<file path="src/rtl/skt_pkg.sv">
package skt_pkg;

  localparam int DEPTH    = 16;
  localparam int KEY_BITS = 32;
  localparam int IDX_W    = $clog2(DEPTH);
  localparam int CNT_W    = $clog2(DEPTH + 1);
  localparam int PAY_W    = 32;

  localparam logic [1:0] FN_INSERT = 2'd0;
  localparam logic [1:0] FN_REMOVE = 2'd1;
  localparam logic [1:0] FN_LOOKUP = 2'd2;

  localparam logic [2:0] STAT_INSERTED = 3'd0;
  localparam logic [2:0] STAT_REPLACED = 3'd1;
  localparam logic [2:0] STAT_REMOVED  = 3'd2;
  localparam logic [2:0] STAT_FOUND    = 3'd3;
  localparam logic [2:0] STAT_MISSING  = 3'd4;
  localparam logic [2:0] STAT_FULL     = 3'd5;

  localparam logic REG_SIGNED_ORDER = 1'b0;

  typedef struct packed {
    logic [KEY_BITS-1:0] key;
    logic [PAY_W-1:0]    payload;
  } entry_t;

  typedef struct packed {
    logic gt;
    logic lt;
  } cmp_res_t;

endpackage

</file>
<file path="src/rtl/skt_mem.sv">
module skt_mem (
  input  logic                          clk,
  input  logic                          wr_en,
  input  logic [skt_pkg::IDX_W-1:0]     wr_addr,
  input  skt_pkg::entry_t               wr_data,
  input  logic [skt_pkg::IDX_W-1:0]     rd_addr,
  output skt_pkg::entry_t               rd_data
);

  skt_pkg::entry_t mem [skt_pkg::DEPTH];
  skt_pkg::entry_t rd_data_r;

  always_ff @(posedge clk) begin
    if (wr_en) begin
      mem[wr_addr] <= wr_data;
    end
    rd_data_r <= mem[rd_addr];
  end

  assign rd_data = rd_data_r;

endmodule

</file>
<file path="src/rtl/skt_cmp.sv">
module skt_cmp (
  input  logic                          signed_order,
  input  logic [skt_pkg::KEY_BITS-1:0]  want,
  input  logic [skt_pkg::KEY_BITS-1:0]  have,
  output skt_pkg::cmp_res_t             res
);

  logic [skt_pkg::KEY_BITS-1:0] flip;
  logic [skt_pkg::KEY_BITS-1:0] want_o;
  logic [skt_pkg::KEY_BITS-1:0] have_o;

  // flipping the sign bit maps two's complement order onto unsigned order
  assign flip   = {signed_order, {(skt_pkg::KEY_BITS-1){1'b0}}};
  assign want_o = want ^ flip;
  assign have_o = have ^ flip;

  assign res.gt = want_o > have_o;
  assign res.lt = want_o < have_o;

endmodule

</file>
<file path="src/rtl/sorted_key_table.sv">
// Sorted key table: up to 16 key/payload entries held in ascending key order.
// Requests: drive in_func, in_key and in_payload and raise start; the request
// is taken at a clock edge where start is high and busy is low. busy stays
// high until the result has been presented.
// Results: one per request, on the out_ ports for exactly one cycle while
// out_valid is high. The receiver cannot stall; the result must be taken then.
// Operation: a binary search of up to five probes, each a read and a
// compare, on the entry RAM and one shared key comparator, then up to 15
// shift steps (read, write) for insert or remove, one more write for
// insert. An unused operation code goes straight to its result without a
// search. Only one request is in flight at a time.
// Configuration: APB register 0 at byte address 0, bit 0 selects signed key
// order. Write it only while busy is low.
// Reset (rst_n low, synchronous): the table is emptied and unsigned order
// selected; entry storage is not cleared and needs no clearing pass.
module sorted_key_table (
  input  logic                          clk,
  input  logic                          rst_n,

  input  logic                          psel,
  input  logic                          penable,
  input  logic                          pwrite,
  input  logic [2:0]                    paddr,
  input  logic [31:0]                   pwdata,
  output logic [31:0]                   prdata,
  output logic                          pready,

  input  logic                          start,
  output logic                          busy,
  input  logic [1:0]                    in_func,
  input  logic [31:0]                   in_key,
  input  logic [31:0]                   in_payload,

  output logic                          out_valid,
  output logic [2:0]                    out_status,
  output logic [4:0]                    out_position,
  output logic [4:0]                    out_entry_count,
  output logic [31:0]                   out_result_payload,
  output logic                          out_displaced
);

  localparam int CW = skt_pkg::CNT_W;
  localparam int IW = skt_pkg::IDX_W;

  typedef enum logic [9:0] {
    S_IDLE   = 10'b0000000001,
    S_SRCH   = 10'b0000000010,
    S_SCMP   = 10'b0000000100,
    S_DECIDE = 10'b0000001000,
    S_SHU_RD = 10'b0000010000,
    S_SHU_WR = 10'b0000100000,
    S_SHD_RD = 10'b0001000000,
    S_SHD_WR = 10'b0010000000,
    S_PUT    = 10'b0100000000,
    S_RESP   = 10'b1000000000
  } state_t;

  state_t                       state_r, state_nxt;
  logic                         signed_order_r, signed_order_nxt;
  logic [CW-1:0]                fill_r, fill_nxt;
  logic [CW-1:0]                lo_r, lo_nxt;
  logic [CW-1:0]                hi_r, hi_nxt;
  logic [CW-1:0]                j_r, j_nxt;
  logic [IW-1:0]                mid_r, mid_nxt;
  logic                         hit_r, hit_nxt;
  logic [1:0]                   func_r, func_nxt;
  logic [skt_pkg::KEY_BITS-1:0] key_r, key_nxt;
  logic [31:0]                  pay_r, pay_nxt;
  logic [2:0]                   status_r, status_nxt;
  logic [CW-1:0]                pos_r, pos_nxt;
  logic [31:0]                  res_r, res_nxt;
  logic                         disp_r, disp_nxt;

  logic                         wr_en;
  logic [IW-1:0]                wr_addr;
  skt_pkg::entry_t              wr_data;
  logic [IW-1:0]                rd_addr;
  skt_pkg::entry_t              rd_data;
  skt_pkg::cmp_res_t            cmp;
  logic [CW-1:0]                mid_full;
  logic                         accept;
  logic                         cfg_wr;

  skt_mem u_mem (
    .clk     (clk),
    .wr_en   (wr_en),
    .wr_addr (wr_addr),
    .wr_data (wr_data),
    .rd_addr (rd_addr),
    .rd_data (rd_data)
  );

  skt_cmp u_cmp (
    .signed_order (signed_order_r),
    .want         (key_r),
    .have         (rd_data.key),
    .res          (cmp)
  );

  assign pready = 1'b1;
  assign cfg_wr = psel && penable && pwrite;
  assign prdata = (paddr[2] == skt_pkg::REG_SIGNED_ORDER) ? {31'd0, signed_order_r} : 32'd0;

  assign busy      = (state_r != S_IDLE);
  assign accept    = start && !busy;
  assign mid_full  = lo_r + ((hi_r - lo_r) >> 1);

  assign out_valid          = (state_r == S_RESP);
  assign out_status         = status_r;
  assign out_position       = pos_r;
  assign out_entry_count    = fill_r;
  assign out_result_payload = res_r;
  assign out_displaced      = disp_r;

  always_comb begin
    state_nxt        = state_r;
    signed_order_nxt = signed_order_r;
    fill_nxt         = fill_r;
    lo_nxt           = lo_r;
    hi_nxt           = hi_r;
    j_nxt            = j_r;
    mid_nxt          = mid_r;
    hit_nxt          = hit_r;
    func_nxt         = func_r;
    key_nxt          = key_r;
    pay_nxt          = pay_r;
    status_nxt       = status_r;
    pos_nxt          = pos_r;
    res_nxt          = res_r;
    disp_nxt         = disp_r;
    wr_en            = 1'b0;
    wr_addr          = pos_r[IW-1:0];
    wr_data          = '{key: key_r, payload: pay_r};
    rd_addr          = mid_r;

    if (cfg_wr && paddr[2] == skt_pkg::REG_SIGNED_ORDER) begin
      signed_order_nxt = pwdata[0];
    end

    unique case (state_r)
      S_IDLE: begin
        if (accept) begin
          func_nxt   = in_func;
          key_nxt    = in_key[skt_pkg::KEY_BITS-1:0];
          pay_nxt    = in_payload;
          lo_nxt     = '0;
          hi_nxt     = fill_r;
          hit_nxt    = 1'b0;
          status_nxt = skt_pkg::STAT_MISSING;
          pos_nxt    = '0;
          res_nxt    = '0;
          disp_nxt   = 1'b0;
          if (in_func == skt_pkg::FN_INSERT || in_func == skt_pkg::FN_REMOVE ||
              in_func == skt_pkg::FN_LOOKUP) begin
            state_nxt = S_SRCH;
          end else begin
            state_nxt = S_RESP;
          end
        end
      end
      S_SRCH: begin
        if (lo_r < hi_r) begin
          mid_nxt   = mid_full[IW-1:0];
          rd_addr   = mid_full[IW-1:0];
          state_nxt = S_SCMP;
        end else begin
          pos_nxt   = lo_r;
          state_nxt = S_DECIDE;
        end
      end
      S_SCMP: begin
        if (cmp.gt) begin
          lo_nxt    = {1'b0, mid_r} + CW'(1);
          state_nxt = S_SRCH;
        end else if (cmp.lt) begin
          hi_nxt    = {1'b0, mid_r};
          state_nxt = S_SRCH;
        end else begin
          hit_nxt   = 1'b1;
          pos_nxt   = {1'b0, mid_r};
          res_nxt   = rd_data.payload;
          state_nxt = S_DECIDE;
        end
      end
      S_DECIDE: begin
        state_nxt = S_RESP;
        if (func_r == skt_pkg::FN_INSERT) begin
          if (hit_r) begin
            wr_en      = 1'b1;
            status_nxt = skt_pkg::STAT_REPLACED;
            disp_nxt   = 1'b1;
          end else if (fill_r == CW'(skt_pkg::DEPTH)) begin
            status_nxt = skt_pkg::STAT_FULL;
          end else if (fill_r > pos_r) begin
            j_nxt     = fill_r;
            state_nxt = S_SHU_RD;
          end else begin
            state_nxt = S_PUT;
          end
        end else if (func_r == skt_pkg::FN_REMOVE) begin
          if (hit_r) begin
            status_nxt = skt_pkg::STAT_REMOVED;
            disp_nxt   = 1'b1;
            j_nxt      = pos_r;
            if (pos_r + CW'(1) < fill_r) begin
              state_nxt = S_SHD_RD;
            end else begin
              fill_nxt = fill_r - CW'(1);
            end
          end
        end else begin
          if (hit_r) begin
            status_nxt = skt_pkg::STAT_FOUND;
          end
        end
      end
      S_SHU_RD: begin
        rd_addr   = IW'(j_r - CW'(1));
        state_nxt = S_SHU_WR;
      end
      S_SHU_WR: begin
        wr_en   = 1'b1;
        wr_addr = j_r[IW-1:0];
        wr_data = rd_data;
        j_nxt   = j_r - CW'(1);
        if (j_r - CW'(1) > pos_r) begin
          state_nxt = S_SHU_RD;
        end else begin
          state_nxt = S_PUT;
        end
      end
      S_PUT: begin
        wr_en      = 1'b1;
        fill_nxt   = fill_r + CW'(1);
        status_nxt = skt_pkg::STAT_INSERTED;
        state_nxt  = S_RESP;
      end
      S_SHD_RD: begin
        rd_addr   = IW'(j_r + CW'(1));
        state_nxt = S_SHD_WR;
      end
      S_SHD_WR: begin
        wr_en   = 1'b1;
        wr_addr = j_r[IW-1:0];
        wr_data = rd_data;
        j_nxt   = j_r + CW'(1);
        if (j_r + CW'(2) < fill_r) begin
          state_nxt = S_SHD_RD;
        end else begin
          fill_nxt  = fill_r - CW'(1);
          state_nxt = S_RESP;
        end
      end
      S_RESP: begin
        state_nxt = S_IDLE;
      end
      default: begin
        state_nxt = S_IDLE;
      end
    endcase
  end

  always_ff @(posedge clk) begin
    if (!rst_n) begin
      state_r        <= S_IDLE;
      signed_order_r <= 1'b0;
      fill_r         <= '0;
    end else begin
      state_r        <= state_nxt;
      signed_order_r <= signed_order_nxt;
      fill_r         <= fill_nxt;
    end
  end

  always_ff @(posedge clk) begin
    lo_r     <= lo_nxt;
    hi_r     <= hi_nxt;
    j_r      <= j_nxt;
    mid_r    <= mid_nxt;
    hit_r    <= hit_nxt;
    func_r   <= func_nxt;
    key_r    <= key_nxt;
    pay_r    <= pay_nxt;
    status_r <= status_nxt;
    pos_r    <= pos_nxt;
    res_r    <= res_nxt;
    disp_r   <= disp_nxt;
  end

endmodule

</file>
<file path="config.mk">
export PLATFORM = sky130hd
export DESIGN_NAME = sorted_key_table
export DESIGN_NICKNAME = d
export VERILOG_FILES = /design/src/rtl/skt_pkg.sv /design/src/rtl/skt_mem.sv /design/src/rtl/skt_cmp.sv /design/src/rtl/sorted_key_table.sv
export SDC_FILE = /design/constraint.sdc
export NUM_CORES = 2
export LEC_CHECK = 0
export BUFFER_PORTS_ARGS = -buffer_cell sky130_fd_sc_hd__buf_2
export CAP_MARGIN = 20
export CORE_MARGIN = 5
export CORE_UTILIZATION = 50
export CTS_CLUSTER_SIZE = 30
export DETAILED_ROUTE_END_ITERATION = 8
export PLACE_DENSITY_LB_ADDON = 0.08
export SLEW_MARGIN = 20
export SYNTH_ARGS = -nofsm -noshare
export SYNTH_HDL_FRONTEND = slang
export SYNTH_HIERARCHICAL = 1
export SYNTH_SLANG_ARGS = --single-unit
</file>
<file path="constraint.sdc">
create_clock -name clk -period 9.6 [get_ports clk]
set_input_delay 0.48 -clock clk [delete_from_list [all_inputs] [get_ports clk]]
set_output_delay 0.48 -clock clk [all_outputs]
set_load 0.02 [all_outputs]
</file>
* After elaboration in Yosys (flattened, before gate mapping) *
Memories as Yosys holds them, arrays and structs flattened. A register that Yosys moved wholly into a read port is not among the register bits.
Cells that the tools add are included.

storage, ports and cells
  register bits = 143
  bits in writable memories = 1024
  input port bits = 107
  output and inout port bits = 81
  logic and storage cells = 162
  memories = 1

memory list
  memory     words  width  rd ports  clocked after Yosys merged registers in  wr ports  line           text
  u_mem.mem  16     64     1         1                                        1         skt_mem.sv:10  skt_pkg::entry_t mem [skt_pkg::DEPTH];

operators by class
  add/sub/neg operators = 9
  $lt $le $gt $ge = 7
  eq/ne operators = 32
  multiplexer cells = 69
  bitwise operators = 3
  reduce and logical (&&, ||, !) cells = 26

operators with widths
  operator                                                                count
  32-bit 2-to-1 mux                                                       3
  5-bit 2-to-1 mux                                                        19
  10-bit 2-to-1 mux                                                       9
  10-bit one-hot mux with 9 select lines                                  1
  64-bit 2-to-1 mux                                                       1
  32-bit one-hot mux with 2 select lines                                  1
  32-bit bitwise XOR                                                      2
  5-bit one-hot mux with 3 select lines                                   3
  32-bit > comparator                                                     1
  32-bit less-than comparator                                             1
  2-bit != test, second input constant                                    11
  3-bit 2-to-1 mux                                                        7
  4-bit 2-to-1 mux                                                        5
  5-bit one-hot mux with 2 select lines                                   2
  9-bit 2-to-1 mux                                                        2
  3-bit != test, second input constant                                    6
  5-bit by 1-bit adder with 5-bit output, second input constant           3
  5-bit less-than comparator                                              3
  4-bit one-hot mux with 3 select lines                                   1
  4-bit AND reduction                                                     3
  6-bit AND reduction                                                     2
  3-bit nonzero test                                                      4
  1-bit 2-to-1 mux                                                        11
  10-bit by 1-bit equality test with 1-bit output, second input constant  1
  other kinds (32)                                                        44

* Longest topological paths before layout *
  word-level depth = 7
  mapped depth = 16
  gate-level depth less buffers = 14

* By module *
The synthesis kept the hierarchy.

by module, submodules not included
  module            times used  cells an instance  area an instance (sq um)  sequential area each (sq um)
  skt_mem           1           1647               39581.7                   32030.7
  sorted_key_table  1           652                7855.0                    4134.0
  skt_cmp           1           116                854.6                     0.0

* Worst setup path before layout *
Ideal clock, no wire load.

  path kind = reg-to-reg
  from = reg state_r[0]
  to = mem u_mem/mem[0][0] in the netlist's numbering (enable)
  library setup time = 565 ps
  arrival time = 6850 ps
  data required time = 9035 ps
  path slack = 2185 ps
  cell stages (with the launch flop) = 11
  buffers on the path = 3
  period minus slack after synthesis = 7415 ps
  path through = dfxtp_1 or3_1 buf_6 nor4_1 o21ai_1 clkbuf_1 clkbuf_1 nand2_1 o21ai_0 or3b_2 nor3_1

between the ends
  elaborated cells on any way between the ends = 10
  those cells by class = eq/ne: 4; mux: 4; reduce/logical: 2

RTL lines
  item                                                                                                                       line                     text
  from (decl)                                                                                                                sorted_key_table.sv:58   state_t state_r, state_nxt;
  from (signal assigned)                                                                                                     sorted_key_table.sv:269  state_r <= state_nxt;
  10-bit by 8-bit equality test with 1-bit output / 10-bit by 6-bit equality test with 1-bit output (equally long branches)  sorted_key_table.sv:140  unique case (state_r)
  2-bit OR reduction (no source line) *                                                                                      --
  4-bit 2-to-1 mux *                                                                                                         sorted_key_table.sv:140
  named net wr_addr[2]                                                                                                       sorted_key_table.sv:75   logic [IW-1:0] wr_addr;
  to (decl)                                                                                                                  skt_mem.sv:10

The timed path passes the listed nets; every way through them passes the cells marked *.

* Worst setup path after layout *
  from = reg lo_r[0]
  to = reg, netlist name u_mem/rd_data[33]

between the ends
  cells in the longest elaborated chain, start to end = 4
  elaborated cells on any way between the ends = 5
  those cells by class = add/sub: 2; order compare: 1; mux: 2

RTL lines
  item                                     line                     text
  from (decl)                              sorted_key_table.sv:61   logic [CW-1:0] lo_r, lo_nxt;
  from (signal assigned)                   sorted_key_table.sv:276  lo_r <= lo_nxt;
  5-bit subtractor                         sorted_key_table.sv:106  assign mid_full = lo_r + ((hi_r - lo_r) >> 1);
  4-bit adder                              sorted_key_table.sv:106
  4-bit 2-to-1 mux *                       sorted_key_table.sv:162  if (lo_r < hi_r) begin
  4-bit one-hot mux with 3 select lines *  sorted_key_table.sv:140
  named net rd_addr[3]                     sorted_key_table.sv:77   logic [IW-1:0] rd_addr;

Marked as above.
A chain may end at the register's enable or synchronous reset.

==> results.tsv <==
stage	metric	value	unit
outcome	status	complete, no violations	
grt	grt_use_total	0.2151	
clock_tree	clk_pin_slew_worst_paths	0.06	ns
grt	grt_pass1_wl	162500	µm
hold_path	hold_path.startpoint	pwrite	
layout	diodes	0	
clock_tree	clk_path_buf_depth	3	
layout	final_nets	2847	
drt	drtAntennaViolNets	0	
hold_path	min_to	signed_order_r	
yosys	yosysSeqAreaShare	0.7489	
yosys	synth_cell_types	69	
sta	hold_viol	0	
pwr	power	12.95	mW
critical_path	crit_chain	ha_1, fa_1, xnor2_1, ha_1, a21o_1, a21oi_1, xnor2_1, xnor2_1, nor2_1, a211oi_1, nor2b_4, buf_4, a22oi_1, nand2_1	
critical_path	r2r_end	u_mem/rd_data[33]	
critical_path	cp-start-kind	register	
yosys	ys_warn_count	6	
sta	setup_tns	0	ns
hold_path	hold_path_class	in -> reg	
placed_design	gp_congestion	0.7765	
drt	routedWlPerCell	27.19	µm
die	die_w	320.8	µm
sta	layout_setup_ws	4.199	ns
drt	wirelength	110000	µm
sta	relSlewSlack	0.2574	
yosys	synth_edf_count	1151	
sta	rsz0062_at_grt	no	
clock_tree	clock-root-buffer	clkbuf_16	
drt	first_pass_iters	5	
clock_tree	post_cts_resized	0	
die	core_area	0.09628	mm²
sta	skew	0.01853	ns
die	fp.dieH	320.8	µm
die	rows	114	
sta	period_needed	5.401	ns
clock_tree	cts_tree	done	
drt	vias	23670	
placed_design	hpwl	55050	µm
placed_design	io_buffer_count	122	
critical_path	r2r_start	lo_r[0]	
grt	grt-ovfl-total	0	
layout	drive_above_1_share	0.2533	
grt	antenna_found_initial	1	
critical_path	worst_ep_arrival_time	6.05	ns
clock_tree	cts_sinks	1231	
job	drv_cap	0	
yosys	syn_area	0.04829	mm²
yosys	async_flop_share	0	
critical_path	ff2ff_setup_slack	4.20	ns
sta	setup_viol_count_final	0	
sta	finalCritPeriodShare	0.5626	
grt	grt_pass1_vias	24620	
yosys	synth_flop_cell	edfxtp_1	
die	start_util	0.5016	
yosys	yosysTopAreaCell	edfxtp_1	
critical_path	path_common_cell	xnor2_1	
critical_path	slowest_stage	nor2b_4	
pwr	cellLeakagePower	18.36	nW
sta	fmax	0.1851	GHz
pwr	cellPowerDensity	234.4	mW/mm²
clock_tree	cts.htree.levels	4	
yosys	synth_area_leaders	edfxtp_1 (72%), mux4_2 (12%), dfxtp_1 (3.3%)	
grt	grt_max_degree	121	
critical_path	reg2reg_depth	14	
die	io-pin-count	188	
clock_tree	insertion_delay	0.72	ns
drt	drt_iter0_markers	2261	
yosys	ys_ff_latch	1231	
layout	syn_to_final_growth	14.40	%
clock_tree	numCtsBuffers	130	
yosys	syn_area_per_cell	20.00	µm²
sta	tightest_slew	1.112	ns
placed_design	post-place-ws	4.165	ns
critical_path	cp-end-kind	register	
yosys	yosys.area.top_type_share	0.7157	
yosys	syn-instance-count	2415	
sta	final_max_slew_viol_count	0	
pwr	vdd_drop_max	172.3	µV
drt	via_per_inst	5.848	
drt	drt_drc_violations_left	0	
die	die_area	0.1029	mm²
sta	whs	0.1309	ns
critical_path	cp_max_fo	41	
critical_path	crit_type	reg -> reg	
hold_path	hold_depth	4	
critical_path	worstPathRequired	10.25	ns
critical_path	critPathMaxStageDelay	1.04	ns
==> cell families after synthesis <==
group,after synthesis,share of synthesized area
buffers and inverters,210,0.02244
AO/OA/AOI/OAI,252,0.03752
multiplexers,333,0.1371
flip-flops,1231,0.7489
AND/OR/NAND/NOR,288,0.02987
other,2,0.0001555
XOR/XNOR,27,0.004897
adder cells (fa/ha/maj),72,0.01912
==> power breakdown <==
part	total [mW]	internal, mW	switching, mW
Sequential	6.36	6.24	0.124
Combinational	1.66	0.636	1.02
Clock	4.93	2.94	1.99
==> cell type report <==
class                      count  area [µm²]
timing repair buffer         235        1692
fill                        7217       41030
multi-input combinational   1004       11320
clock inverter                47       451.7
tap                         1276        1597
sequential                  1231       36160
clock buffer                 188        3772
inverter                      66       247.7
==> what timing repair did <==
action | in CTS | in global routing
buffers inserted | 0 | 0
hold buffers | 68 | 0
endpoints found under the hold margin | 68 | 0
==> Yosys cell counts, types with 4 or more instances <==
cell type	n
nand3_1	14
mux2_2	53
a21oi_1	37
dfxtp_1	80
nand4_1	10
buf_2	19
nor3_1	17
nand2_1	102
a31oi_1	4
a22oi_1	132
nor4_1	4
o21ai_0	24
or3_1	4
buf_6	17
mux4_2	256
and2_1	37
xor2_1	11
o31ai_1	6
mux2_1	15
buf_4	38
nand2b_1	6
buf_1	15
clkbuf_1	54
nor2_1	57
a21o_1	9
o211ai_1	4
o21a_1	6
edfxtp_1	1151
a211oi_1	4
inv_1	66
xnor2_1	16
ha_1	69
nor2b_1	12
mux2i_1	9
==> how the worst max path moves through the flow <==
| stage | endpoint | start | cells after the start | slack, ns |
|---|---|---|---|---|
| floorplan | u_mem/mem[0][0] | state_r[0] | 10 | 2.18 |
| global placement | u_mem/rd_data[33] | lo_r[0] | 14 | 4.22 |
| detailed placement | u_mem/mem[3][31] | state_r[0] | 7 | 4.16 |
| CTS | u_mem/mem[7][23] | state_r[0] | 7 | 4.14 |
| global route | u_mem/rd_data[24] | lo_r[0] | 14 | 3.89 |
| finish | u_mem/rd_data[33] | lo_r[0] | 14 | 4.20 |
==> worst max-delay path: cells and delay by family, from the launching register on <==
family          cells  cell delay [ns]
compound gates      4             1.34
simple gates        3             1.24
fa+ha+maj           3             0.92
buf+inv             1             0.82
xor+xnor            3             0.51
flops               1             0.45
==> stage by stage <==
| step | area (µm²) | util | std cells |
|---|---|---|---|
| floorplan | 48400 | - | 2445 |
| global placement | 50320 | 0.5227 | 3743 |
| detailed placement | 50320 | 0.5227 | 3743 |
| CTS | 55230 | 0.5736 | 4046 |
| global route | 55250 | 0.5738 | 4047 |
| finish | 55250 | 0.5738 | 4047 |
==> cells in the final DEF (no fill, tap or decap), drive strengths merged, types with 69 or more instances in the layout <==
cell,instances
a22oi,132
buf,167
clkbuf,188
dfxtp,80
edfxtp,1151
ha,69
mux4,256
nand2,102
==> registers in the layout (all words and copies together), names as in the netlist, 10 cells and up <==
signal and cells:
out_result_payload 32, key_r 32, state_r 10, u_mem/mem 1024, pay_r 32, u_mem/rd_data 64
==> layer usage <==
metal,vias to the layer above,part of all wire,global-route usage
met1,12570,0.44,0.3064
met2,678,0.50,0.3569
met4,0,0.016,0.04844
li1,10290,-,-
met3,135,0.053,0.03555
met5,-,0,0
Note: power is estimated with default switching activity, not from simulation.
